`src/sv/obm_pkg.sv`:
```
// obm_pkg: shared types and constants of the order book matcher
// used by obm_div, obm_ctrl, obm_dpath and order_book_matcher
package obm_pkg;

  localparam int unsigned PriceW   = 24;
  localparam int unsigned QtyW     = 20;
  localparam int unsigned ProdW    = 8;
  localparam int unsigned TraderW  = 8;
  localparam int unsigned OidW     = 16;
  localparam int unsigned StampW   = 32;
  localparam int unsigned PctW     = 7;
  localparam int unsigned StatusW  = 3;
  localparam int unsigned FeeW     = 40;
  localparam int unsigned TotalW   = 63;
  // qty*price*pct+50 fits in 51 bits
  localparam int unsigned ProdFeeW = 51;
  localparam int unsigned Mul1W    = QtyW + PriceW;
  localparam int unsigned RemW     = 7;
  localparam int unsigned DivCntW  = 6;
  localparam logic [RemW:0] FeeDivisor = 8'd100;
  localparam logic [PctW-1:0] FeePctReset = 7'd1;
  localparam logic [FeeW-1:0] FeeMax = {FeeW{1'b1}};
  localparam logic [TotalW-1:0] TotalMax = {TotalW{1'b1}};

  // fee divider: four 16-bit digits, each divided by 100 through a reciprocal
  // multiply that is exact for any 23-bit partial dividend
  localparam int unsigned DivDigW  = 16;
  localparam int unsigned DivRegW  = 64;
  localparam int unsigned DivSteps = 4;
  localparam int unsigned DivVW    = RemW + DivDigW;
  localparam int unsigned RecipW   = 24;
  localparam int unsigned DivMulW  = DivVW + RecipW;
  localparam int unsigned DivShift = 30;
  localparam logic [RecipW-1:0] DivRecip = 24'd10737419;

  localparam int unsigned InDataW  = 80;
  localparam int unsigned OutDataW = 176;

  // result status codes
  localparam logic [StatusW-1:0] StStored    = 3'd0;
  localparam logic [StatusW-1:0] StTraded    = 3'd1;
  localparam logic [StatusW-1:0] StFull      = 3'd2;
  localparam logic [StatusW-1:0] StCancelled = 3'd3;
  localparam logic [StatusW-1:0] StNotFound  = 3'd4;

  localparam logic ActPlace  = 1'b0;
  localparam logic ActCancel = 1'b1;
  localparam logic SideBuy   = 1'b0;

  // one table entry as held in the memory
  typedef struct packed {
    logic [StampW-1:0]  stamp;
    logic [OidW-1:0]    oid;
    logic [TraderW-1:0] trader;
    logic [QtyW-1:0]    qty;
    logic [PriceW-1:0]  price;
    logic [ProdW-1:0]   prod;
    logic               side;
  } entry_t;

  // controller to datapath
  typedef struct packed {
    logic capture;
    logic scan;
    logic wr_new;
    logic wr_best;
    logic div_start;
    logic fin;
    logic out_load;
    logic [StatusW-1:0] status;
  } cmd_t;

  // datapath to controller
  typedef struct packed {
    logic is_cancel;
    logic scan_done;
    logic found;
    logic slot_found;
    logic trade_ok;
    logic div_done;
  } sts_t;

endpackage

```
`src/sv/obm_ctrl.sv`:
```
// obm_ctrl: sequencing state machine of the order book matcher
// depends on obm_pkg
module obm_ctrl (
  input  logic            clk_i,
  input  logic            rst_ni,
  input  logic            in_valid_i,
  output logic            in_ready_o,
  output logic            out_valid_o,
  input  logic            out_ready_i,
  input  obm_pkg::sts_t   sts_i,
  output obm_pkg::cmd_t   cmd_o
);

  typedef enum logic [7:0] {
    S_IDLE  = 8'b0000_0001,
    S_SCAN  = 8'b0000_0010,
    S_WNEW  = 8'b0000_0100,
    S_WBEST = 8'b0000_1000,
    S_DGO   = 8'b0001_0000,
    S_DIV   = 8'b0010_0000,
    S_FIN   = 8'b0100_0000,
    S_RES   = 8'b1000_0000
  } state_e;

  state_e state_q, state_d;
  logic [obm_pkg::StatusW-1:0] status_q, status_d;
  logic out_valid_q, out_valid_d;
  logic out_free;

  assign out_free = !out_valid_q || out_ready_i;

  // next state and commands
  always_comb begin
    state_d  = state_q;
    status_d = status_q;
    cmd_o    = '0;
    cmd_o.status = status_q;
    in_ready_o = 1'b0;
    unique case (state_q)
      S_IDLE: begin
        in_ready_o = 1'b1;
        if (in_valid_i) begin
          cmd_o.capture = 1'b1;
          state_d = S_SCAN;
        end
      end
      S_SCAN: begin
        cmd_o.scan = 1'b1;
        if (sts_i.scan_done) begin
          if (sts_i.is_cancel) begin
            status_d = sts_i.found ? obm_pkg::StCancelled : obm_pkg::StNotFound;
            state_d  = S_RES;
          end else if (!sts_i.slot_found) begin
            status_d = obm_pkg::StFull;
            state_d  = S_RES;
          end else begin
            state_d = S_WNEW;
          end
        end
      end
      S_WNEW: begin
        cmd_o.wr_new = 1'b1;
        if (sts_i.trade_ok) begin
          state_d = S_WBEST;
        end else begin
          status_d = obm_pkg::StStored;
          state_d  = S_RES;
        end
      end
      S_WBEST: begin
        cmd_o.wr_best = 1'b1;
        state_d = S_DGO;
      end
      S_DGO: begin
        cmd_o.div_start = 1'b1;
        state_d = S_DIV;
      end
      S_DIV: begin
        if (sts_i.div_done) begin
          state_d = S_FIN;
        end
      end
      S_FIN: begin
        cmd_o.fin = 1'b1;
        status_d = obm_pkg::StTraded;
        state_d  = S_RES;
      end
      S_RES: begin
        if (out_free) begin
          cmd_o.out_load = 1'b1;
          state_d = S_IDLE;
        end
      end
      default: state_d = S_IDLE;
    endcase
  end

  // output word valid flag
  always_comb begin
    out_valid_d = out_valid_q;
    if (out_ready_i) begin
      out_valid_d = 1'b0;
    end
    if (cmd_o.out_load) begin
      out_valid_d = 1'b1;
    end
  end

  always_ff @(posedge clk_i or negedge rst_ni) begin
    if (!rst_ni) begin
      state_q     <= S_IDLE;
      status_q    <= obm_pkg::StStored;
      out_valid_q <= 1'b0;
    end else begin
      state_q     <= state_d;
      status_q    <= status_d;
      out_valid_q <= out_valid_d;
    end
  end

  assign out_valid_o = out_valid_q;

endmodule

```
`config.mk`:
```
export PLATFORM = sky130hd
export DESIGN_NAME = obm_ctrl
export DESIGN_NICKNAME = d
export VERILOG_FILES = /design/src/sv/obm_pkg.sv /design/src/sv/obm_ctrl.sv
export SDC_FILE = /design/constraint.sdc
export NUM_CORES = 1
export LEC_CHECK = 0
export BUFFER_PORTS_ARGS = -buffer_cell sky130_fd_sc_hd__buf_2
export CAP_MARGIN = 20
export CORE_UTILIZATION = 49
export CTS_CLUSTER_SIZE = 28
export DETAILED_ROUTE_END_ITERATION = 8
export HOLD_SLACK_MARGIN = 0.15
export PLACE_DENSITY_LB_ADDON = 0.05
export SYNTH_ARGS = -nofsm -noshare
export SYNTH_HDL_FRONTEND = slang
export SYNTH_SLANG_ARGS = --single-unit
```
`constraint.sdc`:
```
create_clock -name clk_i -period 2.2 [get_ports clk_i]
set_input_delay 0.66 -clock clk_i [delete_from_list [all_inputs] [get_ports clk_i]]
set_output_delay 0.66 -clock clk_i [all_outputs]
set_load 0.005 [all_outputs]
```
# == Word-level counts from Yosys, hierarchy flattened ==
# Index checks and enable logic that the tools add are counted.
# word_totals
regBits,12
elab_cells,49
# op_classes
eq_ne,14
n_mux,26
n_reduce_logical,6
# op_table
operator,count
$pmux W8 S8,1
$mux W8,7
$mux W3,5
$mux W1,12
$ne A2 B2 Y1 const B,5
$pmux W3 S3,1
$eq A8 B1 Y1 const B,1
$eq A8 B2 Y1 const B,1
$eq A8 B3 Y1 const B,1
$eq A8 B4 Y1 const B,1
$eq A8 B5 Y1 const B,1
$eq A8 B6 Y1 const B,1
$eq A8 B7 Y1 const B,1
$eq A8 B8 Y1 const B,1
$reduce_and A4 Y1,2
$ne A3 B3 Y1 const B,1
$reduce_bool A3 Y1,1
$reduce_bool A2 Y1,1
$logic_not A1 Y1,1
$logic_or A1 B1 Y1,1

# == Longest topological paths before layout ==
# depth
depth_word,5
ltp_mapped,5
depth_no_buf,5

# == Worst setup path after synthesis ==
# No wires, ideal clock.
# synth_path
path_kind,register to output
startpoint,register state_q[3]
endpoint,output port cmd_o[8] (netlist bit)
arrival_ps,1308
t_required_ps,1540
setup_slack_ps,232
path_stages_with_launch,3
path_cell_list,dfrtp_1 > or4_4 > nor3_4
# synth_rtl
item,line_no,source
start: declaration,obm_ctrl.sv:25,"state_e state_q, state_d;"
start signal: assignment,obm_ctrl.sv:115,state_q <= state_d;
end: declaration,obm_ctrl.sv:11,output obm_pkg::cmd_t cmd_o

==> metrics.txt <==
Synth Register Bits=12; Worst Hold Class=in2async; Port-buffer cells=21; worst-case headroom to the max-slew limit=78.3%; CP Data Required Time=1540 ps; wire length per cell=about 15 µm; final count of negative-setup-slack endpoints=3; first-pass GRT wire length=2730 µm; hpwl dp=1300 µm; Finished Cell Area=1040 µm²; peak supply drop=443 µV; setup TNS=-48.9 ps; H-tree Lvls=1; final wirelength=1890 µm; antenna violations before repair=0; RSZ-0062 raised after global routing=true; Initial DRC Count=14; distinct cell type count after synthesis=33; commonest non-fill, non-tap cell in the layout=buf_2; Leak=0.534 nW; final core utilization=~77%; f_max=449 MHz; drt pass-1 iters=4; Tightest Pin Transition=around 330 ps; dpl ws=156 ps; Fin. Hold Viols=0; endpoint type of the worst setup path=output pin; final worst-path cycle share=101%; routability cong.=between 0.7 and 0.8; Nets=123; largest net degree at the start of global routing=13; EDFF count, synth=0; core area=1350 µm²; syn_nets=85; Synth Flop Type=dfrtp_1; Worst path slowest cell=dfrtp_2; Worst setup SP type=flip-flop; worst-path maximum fanout=4; Async S/R FF share, synth=100%; row count=13; Worst-Skew Late Latency=about 270 ps; max incr delay on CP=450 ps; GR Overflow Total=0; cts hold-fix bufs=0; I/O pin cnt=22; run status=complete, but fails checks; diodes inserted=0; WP data arrival=approximately 1600 ps; CTS tree=done; antenna-violating nets left=0; Mapped Avg Cell Area=~9.8 µm²; worst-path cell chain=nor4_4, nand4b_1, inv_1, and2_1, buf_2; clock slew at reported path FFs=80 ps; effective utilization at floorplan=54.4%; DRC viols=0; failing checks=negative setup slack; Max Slew Vio Count=0; Die H=slightly above 40 µm; placed inst area=between 800 and 900 µm²; PD cells=945 nW/µm²; CTS sink count=12; Area growth syn-to-layout=41.4%; Vias/cell=5.86; filler cell count=88; Die X-Extent=40.7 µm; WP buf/inv=2; synth warn=0; final setup margin=-26.8 ps; post-layout min period=2230 ps; Longest Clk Path Bufs=2; Max Cap Violations=0; Clock Skew=0.799 ps; share of cells above drive strength 1=53.6%; Root Driver=clkbuf_4; Seq/Total Area, Yosys=roughly two fifths; die area=1660 µm²; synthesized area=about 730 µm²; Post-Syn Instances=75; Setup CP Type=reg2out; hold_ws=254 ps; CTS Buf Count=3; via count=744; most frequent cells in the layout=buf_2 (20), buf_4 (13), nand2b_1 (7), dfrtp_1 (7), nor2_1 (6); number of global-route vias before repair=663; All-Layer GR Usage=between 20% and 30%; CP top delay family=simple AND/OR/NAND/NOR gates
==> state kept, by name, summed over array words and instances (netlist names) <==
signal	count
out_valid_o	1
state_q	8
status_q	3
==> where the power goes <==
part | switching [mW] | internal, mW | total (mW)
clock network | 0.0791 | 0.101 | 0.180
logic | 0.239 | 0.241 | 0.480
registers | 0.0490 | 0.273 | 0.322
total | 0.368 | 0.614 | 0.981
==> metrics by stage <==
step	power, mW	instances
after floorplan	0.562	75
after global placement	0.712	115
after detailed placement	0.721	115
after CTS	0.927	125
after global routing	1.04	127
final	0.981	127
==> cells in the mapped netlist, drive strengths merged (2+ instances only) <==
cell type / instances / area share, %
a21oi: 2 / 1.4
and2: 3 / 2.6
and4b: 2 / 3.1
dfrtp: 11 / 37
inv: 4 / 2.0
nand2: 5 / 2.6
nand2b: 7 / 6.0
nand3: 3 / 2.0
nand4b: 2 / 2.4
nor2: 7 / 3.6
nor3: 2 / 2.9
nor4: 4 / 4.3
o21ai: 3 / 2.0
o22ai: 3 / 2.6
or2: 2 / 1.7
==> kinds of logic (layout without fill, tap and decap cells) <==
group	Yosys count	in the layout	synth area share, %
AOI/OAI and AO/OA	15	15	17.7
xor gates and xnor gates	1	1	1.19
buffers and inverters	5	42	3.07
DFF	12	12	41.1
and+or+nand+nor	42	42	37.0
==> timing repair <==
item	in CTS	in global routing
buffers inserted	6	2
resized for setup	7	6
endpoints found under the hold margin	0	0
setup endpoints to repair	6	5
pin swaps	3	2
==> cell type report <==
| cell class | instances | area [µm²] | share of cell area (%) |
|---|---|---|---|
| multi-input combinational | 58 | 453 | 43.6 |
| clock buffer | 4 | 36.3 | 3.49 |
| inverter | 4 | 15.0 | 1.45 |
| timing repair buffer | 34 | 209 | 20.1 |
| sequential | 12 | 307 | 29.5 |
| tap | 15 | 18.8 | 1.81 |
==> routing by layer <==
| layer | global-route usage, % | routed length (µm) | part of all wire [%] |
|---|---|---|---|
| met4 | 14.2 | 13 | 0.69 |
| met5 | 0 | 0 | 0 |
| met1 | 27.3 | 792 | 42 |
| met3 | 6.52 | 79 | 4.2 |
| met2 | 48.0 | 1010 | 53 |
==> path summary, 6_finish.rpt <==
kind | from | slack, ps | endpoint | cells after the start
max | state_q[3] | -30 | cmd_o[9] | 5
min | rst_ni | 250 | state_q[4] | 1
max reg2reg | state_q[2] | 230 | status_q[2] | 5
min reg2reg | status_q[1] | 540 | status_q[1] | 2
max in group asynchronous | rst_ni | 1670 | state_q[0] | 1
min in group clk_i | status_q[1] | 540 | status_q[1] | 2
Note: power is estimated with default switching activity, not from simulation.
